## src/rtl/core/hgr_pkg.sv

```systemverilog
// Shared types, codes and character tables for the HTTP GET request router.
// No dependencies; imported by hgr_parse and http_get_request_router_core.
`timescale 1ns / 1ps

package hgr_pkg;

  localparam int unsigned RouteW   = 3;
  localparam int unsigned PathLenW = 12;

  // Route codes on route_code_o
  localparam logic [RouteW-1:0] ROUTE_BAD   = 3'd0;
  localparam logic [RouteW-1:0] ROUTE_ROOT  = 3'd1;
  localparam logic [RouteW-1:0] ROUTE_HELLO = 3'd2;
  localparam logic [RouteW-1:0] ROUTE_STATS = 3'd3;
  localparam logic [RouteW-1:0] ROUTE_NONE  = 3'd4;

  // Parse phases
  localparam logic [1:0] PHASE_METHOD = 2'd0;
  localparam logic [1:0] PHASE_PATH   = 2'd1;
  localparam logic [1:0] PHASE_DONE   = 2'd2;

  localparam int unsigned MinRequestBytes = 14;
  localparam int unsigned MethodLen       = 4;
  localparam int unsigned CandCount       = 3;
  localparam int unsigned CandMaxLen      = 6;
  localparam int unsigned CandIdxW        = 3;

  localparam logic [7:0] CHAR_SPACE = 8'h20;

  typedef struct packed {
    logic                valid;
    logic [RouteW-1:0]   route_code;
    logic [PathLenW-1:0] path_length;
  } hgr_result_t;

  // "GET "
  function automatic logic [7:0] method_char(input logic [1:0] idx);
    logic [7:0] c;
    unique case (idx)
      2'd0:    c = 8'h47;
      2'd1:    c = 8'h45;
      2'd2:    c = 8'h54;
      default: c = CHAR_SPACE;
    endcase
    return c;
  endfunction

  // Candidate paths: 0 "/", 1 "/hello", 2 "/stats"; unused positions read zero
  function automatic logic [7:0] cand_char(input logic [1:0] cand,
                                           input logic [CandIdxW-1:0] idx);
    logic [7:0] c;
    c = 8'h00;
    if (idx == '0) begin
      c = 8'h2f;
    end else if (cand == 2'd1) begin
      unique case (idx)
        3'd1:    c = 8'h68;
        3'd2:    c = 8'h65;
        3'd3:    c = 8'h6c;
        3'd4:    c = 8'h6c;
        3'd5:    c = 8'h6f;
        default: c = 8'h00;
      endcase
    end else if (cand == 2'd2) begin
      unique case (idx)
        3'd1:    c = 8'h73;
        3'd2:    c = 8'h74;
        3'd3:    c = 8'h61;
        3'd4:    c = 8'h74;
        3'd5:    c = 8'h73;
        default: c = 8'h00;
      endcase
    end
    return c;
  endfunction

  function automatic logic [CandIdxW-1:0] cand_len(input logic [1:0] cand);
    logic [CandIdxW-1:0] n;
    unique case (cand)
      2'd0:    n = 3'd1;
      default: n = 3'd6;
    endcase
    return n;
  endfunction

endpackage

```

## src/rtl/core/hgr_parse.sv

```systemverilog
// Running parse state for one request: method check, path capture and
// candidate matching. Produces the route on the final beat. Uses hgr_pkg.
`timescale 1ns / 1ps

module hgr_parse import hgr_pkg::*; #(
  parameter int unsigned MAX_REQUEST_BYTES = 4096
) (
  input  logic        clk_i,
  input  logic        rst_ni,
  input  logic        beat_i,
  input  logic [7:0]  req_byte_i,
  input  logic        last_byte_i,
  output hgr_result_t result_o
);

  localparam int unsigned CountW = $clog2(MAX_REQUEST_BYTES + 1);

  logic [CountW-1:0]    byte_count_q, byte_count_d;
  logic [CountW-1:0]    path_count_q, path_count_d;
  logic [1:0]           phase_q, phase_d;
  logic                 method_ok_q, method_ok_d;
  logic [CandCount-1:0] match_q, match_d;

  // Updated state after this beat, before the end-of-request clear
  logic [CountW-1:0]    byte_count_n, path_count_n;
  logic [1:0]           phase_n;
  logic                 method_ok_n;
  logic [CandCount-1:0] match_n;
  logic                 in_window;
  logic                 path_short;
  logic [CandIdxW-1:0]  path_idx;

  assign in_window  = byte_count_q < CountW'(MAX_REQUEST_BYTES);
  assign path_short = path_count_q < CountW'(CandMaxLen);
  assign path_idx   = path_short ? path_count_q[CandIdxW-1:0] : '0;

  always_comb begin
    byte_count_n = byte_count_q;
    path_count_n = path_count_q;
    phase_n      = phase_q;
    method_ok_n  = method_ok_q;
    match_n      = match_q;
    if (in_window) begin
      byte_count_n = byte_count_q + 1'b1;
      if (phase_q == PHASE_METHOD) begin
        if (byte_count_q < CountW'(MethodLen) &&
            req_byte_i != method_char(byte_count_q[1:0])) begin
          method_ok_n = 1'b0;
        end
        if (byte_count_q >= CountW'(MethodLen - 1)) begin
          phase_n = PHASE_PATH;
        end
      end else if (phase_q == PHASE_PATH) begin
        if (req_byte_i == CHAR_SPACE) begin
          phase_n = PHASE_DONE;
        end else begin
          for (int i = 0; i < CandCount; i++) begin
            if (!path_short ||
                path_count_q >= CountW'(cand_len(2'(i))) ||
                req_byte_i != cand_char(2'(i), path_idx)) begin
              match_n[i] = 1'b0;
            end
          end
          path_count_n = path_count_q + 1'b1;
        end
      end
    end
  end

  // Route decision on the updated state
  always_comb begin
    result_o.valid       = beat_i && last_byte_i;
    result_o.route_code  = ROUTE_BAD;
    result_o.path_length = '0;
    if (byte_count_n >= CountW'(MinRequestBytes) && method_ok_n &&
        phase_n == PHASE_DONE && path_count_n != '0) begin
      result_o.path_length = PathLenW'(path_count_n);
      priority if (match_n[0] && path_count_n == CountW'(cand_len(2'd0))) begin
        result_o.route_code = ROUTE_ROOT;
      end else if (match_n[1] && path_count_n == CountW'(cand_len(2'd1))) begin
        result_o.route_code = ROUTE_HELLO;
      end else if (match_n[2] && path_count_n == CountW'(cand_len(2'd2))) begin
        result_o.route_code = ROUTE_STATS;
      end else begin
        result_o.route_code = ROUTE_NONE;
      end
    end
  end

  // Clear after the final beat, otherwise advance
  always_comb begin
    byte_count_d = byte_count_q;
    path_count_d = path_count_q;
    phase_d      = phase_q;
    method_ok_d  = method_ok_q;
    match_d      = match_q;
    if (beat_i) begin
      if (last_byte_i) begin
        byte_count_d = '0;
        path_count_d = '0;
        phase_d      = PHASE_METHOD;
        method_ok_d  = 1'b1;
        match_d      = '1;
      end else begin
        byte_count_d = byte_count_n;
        path_count_d = path_count_n;
        phase_d      = phase_n;
        method_ok_d  = method_ok_n;
        match_d      = match_n;
      end
    end
  end

  always_ff @(posedge clk_i or negedge rst_ni) begin
    if (!rst_ni) begin
      byte_count_q <= '0;
      path_count_q <= '0;
      phase_q      <= PHASE_METHOD;
      method_ok_q  <= 1'b1;
      match_q      <= '1;
    end else begin
      byte_count_q <= byte_count_d;
      path_count_q <= path_count_d;
      phase_q      <= phase_d;
      method_ok_q  <= method_ok_d;
      match_q      <= match_d;
    end
  end

endmodule

```

## src/rtl/core/http_get_request_router_core.sv

```systemverilog
// Top level of the HTTP GET request router: byte input channel, parser and
// registered result channel. Depends on hgr_pkg and hgr_parse.
`timescale 1ns / 1ps

// Channel  Direction  Handshake               Payload
// in       input      in_valid_i / in_stall_o   req_byte_i[7:0], last_byte_i
// out      output     out_valid_o / out_stall_i route_code_o[2:0], path_length_o[11:0]
//
// One request byte is taken every cycle while no result is held up.
// The result shows on the output register in the cycle after the final byte.
// in_stall_o rises only while a result waits and out_stall_i is high.
// Reset returns the parser to the start of a request and empties the output.
// Bytes past MAX_REQUEST_BYTES in one request are taken but not parsed.

module http_get_request_router_core import hgr_pkg::*; #(
  parameter int unsigned MAX_REQUEST_BYTES = 4096
) (
  input  logic                clk_i,
  input  logic                rst_ni,
  input  logic                in_valid_i,
  output logic                in_stall_o,
  input  logic [7:0]          req_byte_i,
  input  logic                last_byte_i,
  output logic                out_valid_o,
  input  logic                out_stall_i,
  output logic [RouteW-1:0]   route_code_o,
  output logic [PathLenW-1:0] path_length_o
);

  logic                beat;
  hgr_result_t         result;
  logic                out_valid_q, out_valid_d;
  logic [RouteW-1:0]   route_code_q;
  logic [PathLenW-1:0] path_length_q;

  assign in_stall_o = out_valid_q && out_stall_i;
  assign beat       = in_valid_i && !in_stall_o;

  hgr_parse #(
    .MAX_REQUEST_BYTES (MAX_REQUEST_BYTES)
  ) u_parse (
    .clk_i       (clk_i),
    .rst_ni      (rst_ni),
    .beat_i      (beat),
    .req_byte_i  (req_byte_i),
    .last_byte_i (last_byte_i),
    .result_o    (result)
  );

  always_comb begin
    out_valid_d = out_valid_q;
    if (result.valid) begin
      out_valid_d = 1'b1;
    end else if (!out_stall_i) begin
      out_valid_d = 1'b0;
    end
  end

  always_ff @(posedge clk_i or negedge rst_ni) begin
    if (!rst_ni) begin
      out_valid_q <= 1'b0;
    end else begin
      out_valid_q <= out_valid_d;
    end
  end

  // Load the result on the final beat, hold otherwise
  always_ff @(posedge clk_i) begin
    if (result.valid) begin
      route_code_q  <= result.route_code;
      path_length_q <= result.path_length;
    end
  end

  assign out_valid_o   = out_valid_q;
  assign route_code_o  = route_code_q;
  assign path_length_o = path_length_q;

  a_last_gives_result: assert property (@(posedge clk_i) disable iff (!rst_ni)
    beat && last_byte_i |=> out_valid_o)
    else $error("final byte did not produce a result");

  a_bad_has_no_path: assert property (@(posedge clk_i) disable iff (!rst_ni)
    out_valid_o && route_code_o == ROUTE_BAD |-> path_length_o == '0)
    else $error("bad request carries a path length");

  a_root_length: assert property (@(posedge clk_i) disable iff (!rst_ni)
    out_valid_o && route_code_o == ROUTE_ROOT |-> path_length_o == PathLenW'(1))
    else $error("root route with wrong path length");

  a_named_length: assert property (@(posedge clk_i) disable iff (!rst_ni)
    out_valid_o && (route_code_o == ROUTE_HELLO || route_code_o == ROUTE_STATS)
    |-> path_length_o == PathLenW'(6))
    else $error("named route with wrong path length");

  a_code_range: assert property (@(posedge clk_i) disable iff (!rst_ni)
    out_valid_o |-> route_code_o <= ROUTE_NONE)
    else $error("route code out of range");

endmodule
```

## config.mk

```make
export PLATFORM = sky130hd
export DESIGN_NAME = http_get_request_router_core
export DESIGN_NICKNAME = d
export VERILOG_FILES = /design/src/rtl/core/hgr_pkg.sv /design/src/rtl/core/hgr_parse.sv /design/src/rtl/core/http_get_request_router_core.sv
export SDC_FILE = /design/constraint.sdc
export NUM_CORES = 1
export LEC_CHECK = 0
export BUFFER_PORTS_ARGS = -buffer_cell sky130_fd_sc_hd__buf_2
export CORE_ASPECT_RATIO = 1.2
export CORE_MARGIN = 2
export CORE_UTILIZATION = 57
export CTS_BUF_LIST = sky130_fd_sc_hd__clkbuf_4 sky130_fd_sc_hd__clkbuf_8 sky130_fd_sc_hd__clkbuf_16
export DETAILED_ROUTE_END_ITERATION = 6
export PLACE_DENSITY_LB_ADDON = 0.15
export SYNTH_ARGS = -nofsm -noshare
export SYNTH_HDL_FRONTEND = slang
export SYNTH_SLANG_ARGS = --single-unit
```

## constraint.sdc

```tcl
create_clock -name clk_i -period 2.9 [get_ports clk_i]
set_clock_uncertainty 0.05 [all_clocks]
set_input_delay 0 -clock clk_i [delete_from_list [all_inputs] [get_ports clk_i]]
set_output_delay 0 -clock clk_i [all_outputs]
set_load 0.005 [all_outputs]
```

==> results of run 1 <==
## final cells by class
type | count | area (um^2) | share of cell area
Clock inverter | 2 | 11.3 | 0.00296
Timing Repair Buffer | 48 | 293 | 0.0770
Sequential cell | 48 | 1280 | 0.337
Multi-Input combinational cell | 317 | 2000 | 0.526
Inverter | 10 | 37.5 | 0.00987
Clock buffer | 6 | 76.3 | 0.0201
Tap cell | 82 | 103 | 0.0270
## kinds of logic after synthesis
logic type / after synthesis / share of synthesized area
muxes: 4 / 0.0115
DFF: 48 / 0.369
xor gates and xnor gates: 19 / 0.0480
and+or+nand+nor: 169 / 0.258
adders and majority gates: 7 / 0.0253
AOI/OAI and AO/OA: 118 / 0.232
buffers and inverters: 48 / 0.0566
## placed cells by master, fill, tap and decap left out, drive strengths merged, types with 10 or more instances in the layout
| master | instances |
|---|---|
| buf | 46 |
| o21ai | 45 |
| nand2 | 41 |
| nor2 | 33 |
| dfrtp | 29 |
| nor3 | 19 |
| a21oi | 19 |
| edfxtp | 15 |
| nand3 | 14 |
| nand4 | 12 |
| xnor2 | 10 |
## metrics by stage
stage               cells   util  hold WS, ns
floorplan             413      -       -0.346
global placement      503  0.617       0.0730
detailed placement    503  0.617       0.0790
CTS                   513  0.635        0.144
global route          513  0.637        0.158
finish                513  0.637        0.149
## timing repair
| item | CTS | global route |
|---|---|---|
| buffers inserted | 0 | 0 |
| endpoints found under the setup margin | 0 | 1 |
| hold buffers | 2 | 0 |
| endpoints found under the hold margin | 30 | 0 |
| resized for setup | 0 | 2 |
## sequential cells by signal, indices dropped and copies added (netlist names)
name and cells:
u_parse.byte_count_q 13, out_valid_o 1, path_length_o 12, u_parse.phase_q 2, route_code_o 3, u_parse.path_count_q 13, u_parse.method_ok_q 1, u_parse.match_q 3
## Yosys cell counts, types with 5 or more instances
cell type,n,area (um^2)
xor2_1,9,78.8
a21oi_1,19,95.1
nand4_1,12,75.1
dfrtp_1,29,726
o31ai_1,9,67.6
edfxtp_1,15,450
nor3_1,19,95.1
nand2_1,41,154
a31oi_1,5,31.3
and3_1,7,43.8
ha_1,7,87.6
o21ai_0,44,220
clkbuf_1,33,124
inv_1,9,33.8
nor2_1,33,124
nor2b_1,7,43.8
xnor2_1,10,87.6
nand3_1,14,70.1
## per-layer routing
metal,vias to the layer above,share of wire
met1,1526,0.41
met3,18,0.036
met2,85,0.53
met4,0,0.025
met5,-,0
li1,1558,-
## critical path, cell delays in order (launching register included)
cell	delay (ns)
dfrtp_1	0.39
buf_4	0.19
or3_1	0.38
a2111oi_1	0.47
o2111ai_1	0.20
o21ai_0	0.27
nand3_1	0.11
a2111oi_1	0.39
## worst max-delay path by stage
stage	from	to	slack, ns	cells after the start
finish	u_parse.path_count_q[0]	route_code_o[0]	0.24	7
global route	u_parse.path_count_q[0]	route_code_o[0]	0.06	7
CTS	u_parse.path_count_q[0]	route_code_o[0]	0.17	7
detailed placement	u_parse.path_count_q[0]	route_code_o[0]	0.21	7
global placement	u_parse.byte_count_q[12]	route_code_o[2]	0.36	8
floorplan	u_parse.path_count_q[0]	route_code_o[0]	0.40	9
## report_power, final
part / internal, W / leakage, nW / switching, W
clock network: 0.000177 / 0.0423 / 0.000227
registers: 0.000800 / 0.572 / 0.000119
logic: 0.000313 / 0.856 / 0.000459
==> results.md, run 1 <==
| Item | Value |
| --- | --- |
| Final Max Tran Viols | 0 |
| Post-layout total power | 0.00209 W |
| Register clock-pin slew on the reported worst setup and hold paths | 0.09 ns |
| Most used routing layer | met2 |
| Total of warnings raised by yosys | 0 |
| Layout cell share with drive strength beyond 1 | 0.169 |
| Result of the run | complete, no violations |
| Post-synthesis cell area | 3470 um^2 |
| Final Net Count | 450 |
| Hold Path End | u_parse.match_q[0] |
| Design area | 3800 um^2 |
| Via count of the first global-routing pass | 2950 |
| Via density per instance | 6.21 |
| Yosys reg bits | 48 |
| Power density of the placed cells | 551 nW/um^2 |
| Worst-case reg-to-reg path depth | 7 |
| Core area | 5970 um^2 |
| Slew @ Worst Pin | 0.773 ns |
| Sequential cell area fraction in the yosys report | 0.369 |
| I/O pin cnt | 30 |
| Most common flop cell mapped by yosys | dfrtp_1 |
| Remaining max-slew budget at the tightest pin | 0.485 |
| Number of antenna violations at the first check in global routing | 0 |
| Total wire length after detailed routing | 8390 um |
| Worst R2R End | route_code_o[0] |
| Worst ir drop on vdd | 0.347 mV |
| Maximum number of pins on one net before global-route repair | 34 |
| CTS Sinks | 48 |
| CTS buffer count | 5 |
| Drt wl/cell | 16.4 um |
| Setup TNS after final layout | 0 ns |
| Max Cap Violations | 0 |
| Met1 demand-to-capacity share in global routing | 0.311 |
| Post-DP Area | 3690 um^2 |
| Die width | 75.2 um |
| Crit path kind | flop to flop |
| EDFF count, synth | 15 |
| Number of rows created at floorplan | 31 |
| Data arrival, critical path | 2.70 ns |
| Setup WS post-layout | 0.242 ns |
| F_max | 376 MHz |
| Pre-CTS setup slack | 0.213 ns |
| Post-detailed-placement half-perimeter wirelength | 5980 um |
| Post-synthesis instance total | 413 |
| Final estimated routing congestion in global placement | 0.911 |
| Diode count | 0 |
| Leakage Power | 1.47 nW |
| First-pass GRT wire length | 13700 um |
| Average instance area after synthesis | 8.40 um^2 |
| Distinct cell type count after synthesis | 73 |
| Critical Path RT | 2.95 ns |
| Via count | 3187 |
| Pre-Repair DR Iteration Count | 7 |
| Final number of hold-violating endpoints | 0 |
| Initial core utilization | 0.581 |
| Period Utilization, post-route | 0.917 |
| Min-Delay Startpoint | req_byte_i[2] |
| DRC viols | 0 |
| CTS tree | done |
| CP max FO | 16 |
| Total Routing Usage GR | 0.265 |
| Die Ht | 89.5 um |
| GR Overflow Total | 0 |
| Longest Clk Path Bufs | 2 |
| Relative area change from synthesis to final layout | 9.63% |
| Global-route met3 utilization | 0.0395 |
| Unrepaired setup endpoints after global routing | no |
| Minimum setup slack among reg-to-reg paths | 0.24 ns |
| Post-route antenna net violation count | 0 |
| Area of the die | 6730 um^2 |
| Hold Crit Class | input port to flop |
| Synth Net Count | 433 |
| Post-layout min period | 2.66 ns |
| Asr flop ratio synth | 0.688 |
| Worst reg2reg startpoint | u_parse.path_count_q[0] |
| Iteration-0 DRC Markers | 250 |
| Nature of the critical path startpoint | flop |
| Clk Latency, worst-skew pair | 0.31 ns |
| Met2 usage | 0.481 |
| Critical path endpoint category | flop |
| Root buffer selected by CTS | clkbuf_8 |
| Count of port buffers added during placement | 29 |
| Final setup fails | 0 |
| Worst hold path stage count | 3 |
| H-tree level count | 2 |
| Fill cell instance count of the final layout | 535 |
(Power assumes the default switching activity.)
==> run 2, diff against run 1 <==
- RECOVER_POWER: not set -> 25
==> results.md, run 2 (synthesis results as in run 1) <==
| Item | Value |
| --- | --- |
| Result of the run | finished, violations left |
| Failing checks | max-capacitance violations, max-slew violations |
| Core area | 5970 um^2 |
| Post-detailed-placement half-perimeter wirelength | 5980 um |
| Setup WS post-layout | 0.238 ns |
| Maximum number of pins on one net before global-route repair | 34 |
| Crit-path slowest cell | a2111oi_1 |
| Max Cap Violations | 1 |
| Unrepaired setup endpoints after global routing | no |
| Setup TNS after final layout | 0 ns |
| Pre-Repair DR Iteration Count | 5 |
| Final estimated routing congestion in global placement | 0.911 |
| Share of total power in combinational logic | 0.369 |
| Worst reg2reg startpoint | u_parse.path_count_q[0] |
| Number of rows created at floorplan | 31 |
| Crit path buffers/inverters | 1 |
| Critical Path RT | 2.95 ns |
| Min-Delay Startpoint | req_byte_i[2] |
| Power density of the placed cells | 554 nW/um^2 |
| Cell-by-cell listing of the critical path | buf_4, or3_1, a2111oi_1, o2111ai_1, o21ai_0, nand3_1, a2111oi_1 |
| Worst hold slack | 0.146 ns |
| CTS Sinks | 48 |
| Post-route antenna net violation count | 0 |
| Critical Path Most Common Cell | a2111oi_1 |
| Final setup fails | 0 |
| Worst-case reg-to-reg path depth | 7 |
| Commonest cells after routing, fill and taps aside | o21ai_0 (44), nand2_1 (41), nor2_1 (32) |
| # placed instances | 503 |
| Via count of the first global-routing pass | 2950 |
| Minimum setup slack among reg-to-reg paths | 0.24 ns |
| Postcts setup bufs | 0 |
| Leakage Power | 1.43 nW |
| F_max | 376 MHz |
| Crit path kind | flop to flop |
| Period Utilization, post-route | 0.918 |
| Iteration-0 DRC Markers | 267 |
| I/O pin cnt | 30 |
| Internal power summed over all cells | 0.00129 W |
| Via density per instance | 6.15 |
| Total wire length after detailed routing | 8430 um |
| Most common cell after layout, fill and taps aside | o21ai_0 |
| Number of antenna violations at the first check in global routing | 0 |
| Worst R2R End | route_code_o[0] |
| H-tree level count | 2 |
| Critical path endpoint category | flop |
| Remaining max-slew budget at the tightest pin | -0.244 |
| Final Max Tran Viols | 34 |
| GR Overflow Total | 0 |
| Post-layout min period | 2.66 ns |
| Sequential share of power | 0.439 |
| Relative area change from synthesis to final layout | 9.09% |
| Clk Latency, worst-skew pair | 0.31 ns |
| Net switching power of the design | 0.000809 W |
| Cell count along the critical path | 7 |
| Final Net Count | 450 |
| Highest cell delay on the worst timing path | 0.47 ns |
| CP max FO | 16 |
| Final number of hold-violating endpoints | 0 |
| Nature of the critical path startpoint | flop |
| Switching share of total power | 0.386 |
| Initial core utilization | 0.581 |
| Via count | 3156 |
| Layout cell share with drive strength beyond 1 | 0.135 |
| CTS tree | done |
| Worst hold path stage count | 3 |
| Count of port buffers added during placement | 29 |
| Cell family with the largest share of critical-path delay | compound AO/OA/AOI/OAI gates |
| Pre-CTS setup slack | 0.213 ns |
| Die Ht | 89.5 um |
| Total Routing Usage GR | 0.265 |
| Die width | 75.2 um |
| Slew @ Worst Pin | 1.87 ns |
| Area of the die | 6730 um^2 |
| Register clock-pin slew on the reported worst setup and hold paths | 0.09 ns |
| Drt wl/cell | 16.4 um |
| Worst ir drop on vdd | 0.347 mV |
| First-pass GRT wire length | 13700 um |
| CTS buffer count | 5 |
| Longest Clk Path Bufs | 2 |
| Data arrival, critical path | 2.71 ns |
| Clock power frac | 0.193 |
| Hold Crit Class | input port to flop |
| DRC viols | 0 |
| Diode count | 0 |
| Post-layout total power | 0.00210 W |
| Post-route insts no fill | 513 |
| Root buffer selected by CTS | clkbuf_8 |
| Hold Path End | u_parse.match_q[0] |
-- run 2: power by group through the flow --
stage | clock network (W) | logic [W] | registers [W]
after floorplan | 0 | 0.000602 | 0.000872
after global placement | 0 | 0.000749 | 0.000923
after detailed placement | 0 | 0.000763 | 0.000928
after CTS | 0.000410 | 0.000767 | 0.000915
after global routing | 0.000436 | 0.000859 | 0.000933
final | 0.000404 | 0.000773 | 0.000919
-- run 2: cell type report --
type	instances	area, um^2
Clock inverter	2	11.3
Tap cell	82	103
Sequential cell	48	1280
Clock buffer	6	76.3
Fill cell	544	2190
Inverter	10	37.5
Multi-Input combinational cell	317	2000
Timing Repair Buffer	48	274
-- run 2: repair_timing --
| item | 4_1_cts | 5_1_grt |
|---|---|---|
| setup endpoints to repair | 0 | 1 |
| hold buffers | 2 | 0 |
| resized for setup | 0 | 2 |
| endpoints found under the hold margin | 30 | 0 |
-- run 2: how the worst max path moves through the flow --
stage,startpoint,slack [ns],to
6_report,u_parse.path_count_q[0],0.24,route_code_o[0]
5_1_grt,u_parse.path_count_q[0],0.06,route_code_o[0]
4_1_cts,u_parse.path_count_q[0],0.17,route_code_o[0]
3_5_place_dp,u_parse.path_count_q[0],0.21,route_code_o[0]
3_3_place_gp,u_parse.byte_count_q[12],0.36,route_code_o[2]
2_1_floorplan,u_parse.path_count_q[0],0.40,route_code_o[0]
-- run 2: routing by layer --
layer	global-route usage	wire, um	vias up
met4	0.105	193	0
met5	0	0	-
met3	0.0395	261	16
met1	0.311	3560	1507
met2	0.481	4420	77
li1	-	-	1556
-- run 2: worst min-delay path, cell delays in order --
cell     delay (ns)
buf_2          0.14
a32o_1         0.23
a211o_1        0.11
-- run 2: metrics by stage --
stage	instance area, um^2	util
floorplan	3470	-
global placement	3690	0.617
detailed placement	3690	0.617
CTS	3790	0.635
global route	3780	0.633
finish	3780	0.633
==> run 3, diff against run 2 <==
- SYNTH_HIERARCHICAL: not set -> 1
==> results.md, run 3 <==
| Item | Value |
| --- | --- |
| Die width | 75.9 um |
| Worst hold slack | 0.189 ns |
| Post-detailed-placement half-perimeter wirelength | 6140 um |
| Switching share of total power | 0.339 |
| Die Ht | 90.3 um |
| Leakage Power | 1.58 nW |
| Drt wl/cell | 16.6 um |
| Longest Clk Path Bufs | 2 |
| Failing checks | max-capacitance violations, max-slew violations |
| Via count of the first global-routing pass | 3166 |
| Sequential share of power | 0.456 |
| Met2 usage | 0.474 |
| Cell taking the most area after synthesis | dfrtp_1 |
| I/O pin cnt | 30 |
| Layout cell share with drive strength beyond 1 | 0.191 |
| Net switching power of the design | 0.000586 W |
| Post-DP Area | 3820 um^2 |
| Via density per instance | 6.17 |
| # placed instances | 516 |
| Top cell types by occurrence after synthesis | nand2_1 (52), o21ai_0 (41), nor2_1 (35), dfrtp_1 (29), clkbuf_1 (21) |
| Count of port buffers added during placement | 29 |
| Postcts setup bufs | 0 |
| Final Net Count | 463 |
| CTS tree | done |
| Pre-Repair DR Iteration Count | 5 |
| Period Utilization, post-route | 0.946 |
| Most used routing layer | met2 |
| Crit path kind | flop to flop |
| Final Max Tran Viols | 34 |
| Asr flop ratio synth | 0.688 |
| F_max | 364 MHz |
| Relative area change from synthesis to final layout | 12.3% |
| H-tree level count | 2 |
| Fraction of synthesized cell area taken by the top area cell type | 0.205 |
| CTS buffer count | 5 |
| Met1 demand-to-capacity share in global routing | 0.330 |
| Via count | 3245 |
| Critical path endpoint category | flop |
| Post-synthesis cell area | 3540 um^2 |
| Average instance area after synthesis | 8.53 um^2 |
| Most common cell after layout, fill and taps aside | nand2_1 |
| Total Routing Usage GR | 0.261 |
| Synth Net Count | 435 |
| Post-route antenna net violation count | 0 |
| Remaining max-slew budget at the tightest pin | -0.261 |
| Final number of hold-violating endpoints | 0 |
| Number of rows created at floorplan | 31 |
| DRC viols | 0 |
| Hold Crit Class | input port to flop |
| Worst ir drop on vdd | 0.191 mV |
| Maximum number of pins on one net before global-route repair | 34 |
| CP max FO | 11 |
| Register clock-pin slew on the reported worst setup and hold paths | 0.09 ns |
| Core area | 6010 um^2 |
| GR Overflow Total | 0 |
| Total wire length after detailed routing | 8710 um |
| Iteration-0 DRC Markers | 275 |
| Root buffer selected by CTS | clkbuf_8 |
| Data arrival, critical path | 2.85 ns |
| Final setup fails | 0 |
| Max Cap Violations | 1 |
| Internal power summed over all cells | 0.00114 W |
| Cells taking the most area after synthesis | dfrtp_1 (21%), edfxtp_1 (13%), o21ai_0 (5.8%) |
| Distinct cell type count after synthesis | 71 |
| Critical Path RT | 3.01 ns |
| Setup TNS after final layout | 0 ns |
| Yosys reg bits | 48 |
| Most common cell in the netlist | nand2_1 |
| Final estimated routing congestion in global placement | 0.873 |
| Clk Latency, worst-skew pair | 0.30 ns |
| Share of total power in combinational logic | 0.312 |
| Sequential cell area fraction in the yosys report | 0.362 |
| Post-route insts no fill | 526 |
| Most common flop cell mapped by yosys | dfrtp_1 |
| Diode count | 0 |
| Post-layout min period | 2.74 ns |
| Post-synthesis instance total | 415 |
| Nature of the critical path startpoint | flop |
| First-pass GRT wire length | 14800 um |
| EDFF count, synth | 15 |
| Number of antenna violations at the first check in global routing | 0 |
| Slew @ Worst Pin | 1.89 ns |
| Power density of the placed cells | 435 nW/um^2 |
| Design area | 3970 um^2 |
| Area of the die | 6860 um^2 |
| Clock power frac | 0.231 |
| Total of warnings raised by yosys | 6 |
| Global-route met3 utilization | 0.0310 |
| CTS Sinks | 48 |
| Commonest cells after routing, fill and taps aside | nand2_1 (52), o21ai_0 (41), nor2_1 (35) |
| Initial core utilization | 0.589 |
| Result of the run | finished, violations left |
[run 3: routing by layer]
layer	vias up	share of wire
li1	1570	-
met1	1583	0.44
met2	86	0.51
met3	6	0.036
met4	0	0.0068
met5	-	0
[run 3: logic make-up after synthesis]
family	count (synthesis)	share of synthesized area
flops	48	0.362
buf+inv	52	0.0629
mux	5	0.0152
fa+ha+maj	7	0.0247
simple gates	177	0.272
xor+xnor	18	0.0445
compound gates	108	0.219
[run 3: cell type report]
cell class / instances / area [um^2]
repair buffers: 58 / 359
well taps: 82 / 103
clock buffers: 5 / 68.8
fillers: 507 / 2040
flip-flops and latches: 48 / 1280
clock inverters: 3 / 17.5
multi-input cells: 315 / 2090
inverters: 15 / 56.3
[run 3: power groups by stage]
stage | Clock [W] | Sequential (W) | Combinational [W]
final | 0.000400 | 0.000788 | 0.000540
after global routing | 0.000438 | 0.000795 | 0.000599
after CTS | 0.000409 | 0.000784 | 0.000523
after detailed placement | 0 | 0.000798 | 0.000518
after global placement | 0 | 0.000795 | 0.000510
after floorplan | 0 | 0.000802 | 0.000362
[run 3: what timing repair did]
action                     in CTS  in global routing
hold buffers                    2                  0
pin swaps                       0                  2
hold endpoints to repair       30                  0
setup endpoints to repair       6                 12
resized for setup               1                 10
[run 3: critical path, cell delays in order, from the launching register on]
cell,delay (ns)
dfrtp_1,0.56
and4b_1,0.46
o21ai_0,0.16
mux2_2,0.29
a221o_1,0.39
buf_4,0.17
or3b_1,0.39
nor2_1,0.13
[run 3: final timing paths]
path	from	end	slack (ns)	cells after the start
max in group asynchronous	rst_ni	u_parse/byte_count_q[0]	0.88	2
hold / removal	req_byte_i[1]	u_parse/match_q[0]	0.19	5
min in group asynchronous	rst_ni	u_parse/path_count_q[10]	0.70	2
hold reg to reg	u_parse/method_ok_q	u_parse/method_ok_q	0.44	2
setup reg to reg	u_parse/byte_count_q[2]	route_code_o[1]	0.16	7
setup / recovery	u_parse/byte_count_q[2]	route_code_o[1]	0.16	7
[run 3: per-stage QoR]
step                setup slack [ns]   util  total power, W
finish                         0.156  0.661         0.00173
floorplan                      0.298      -         0.00116
global route                -0.00877  0.661         0.00183
global placement               0.125  0.636         0.00130
CTS                           0.0539  0.654         0.00172
detailed placement            0.0241  0.636         0.00132
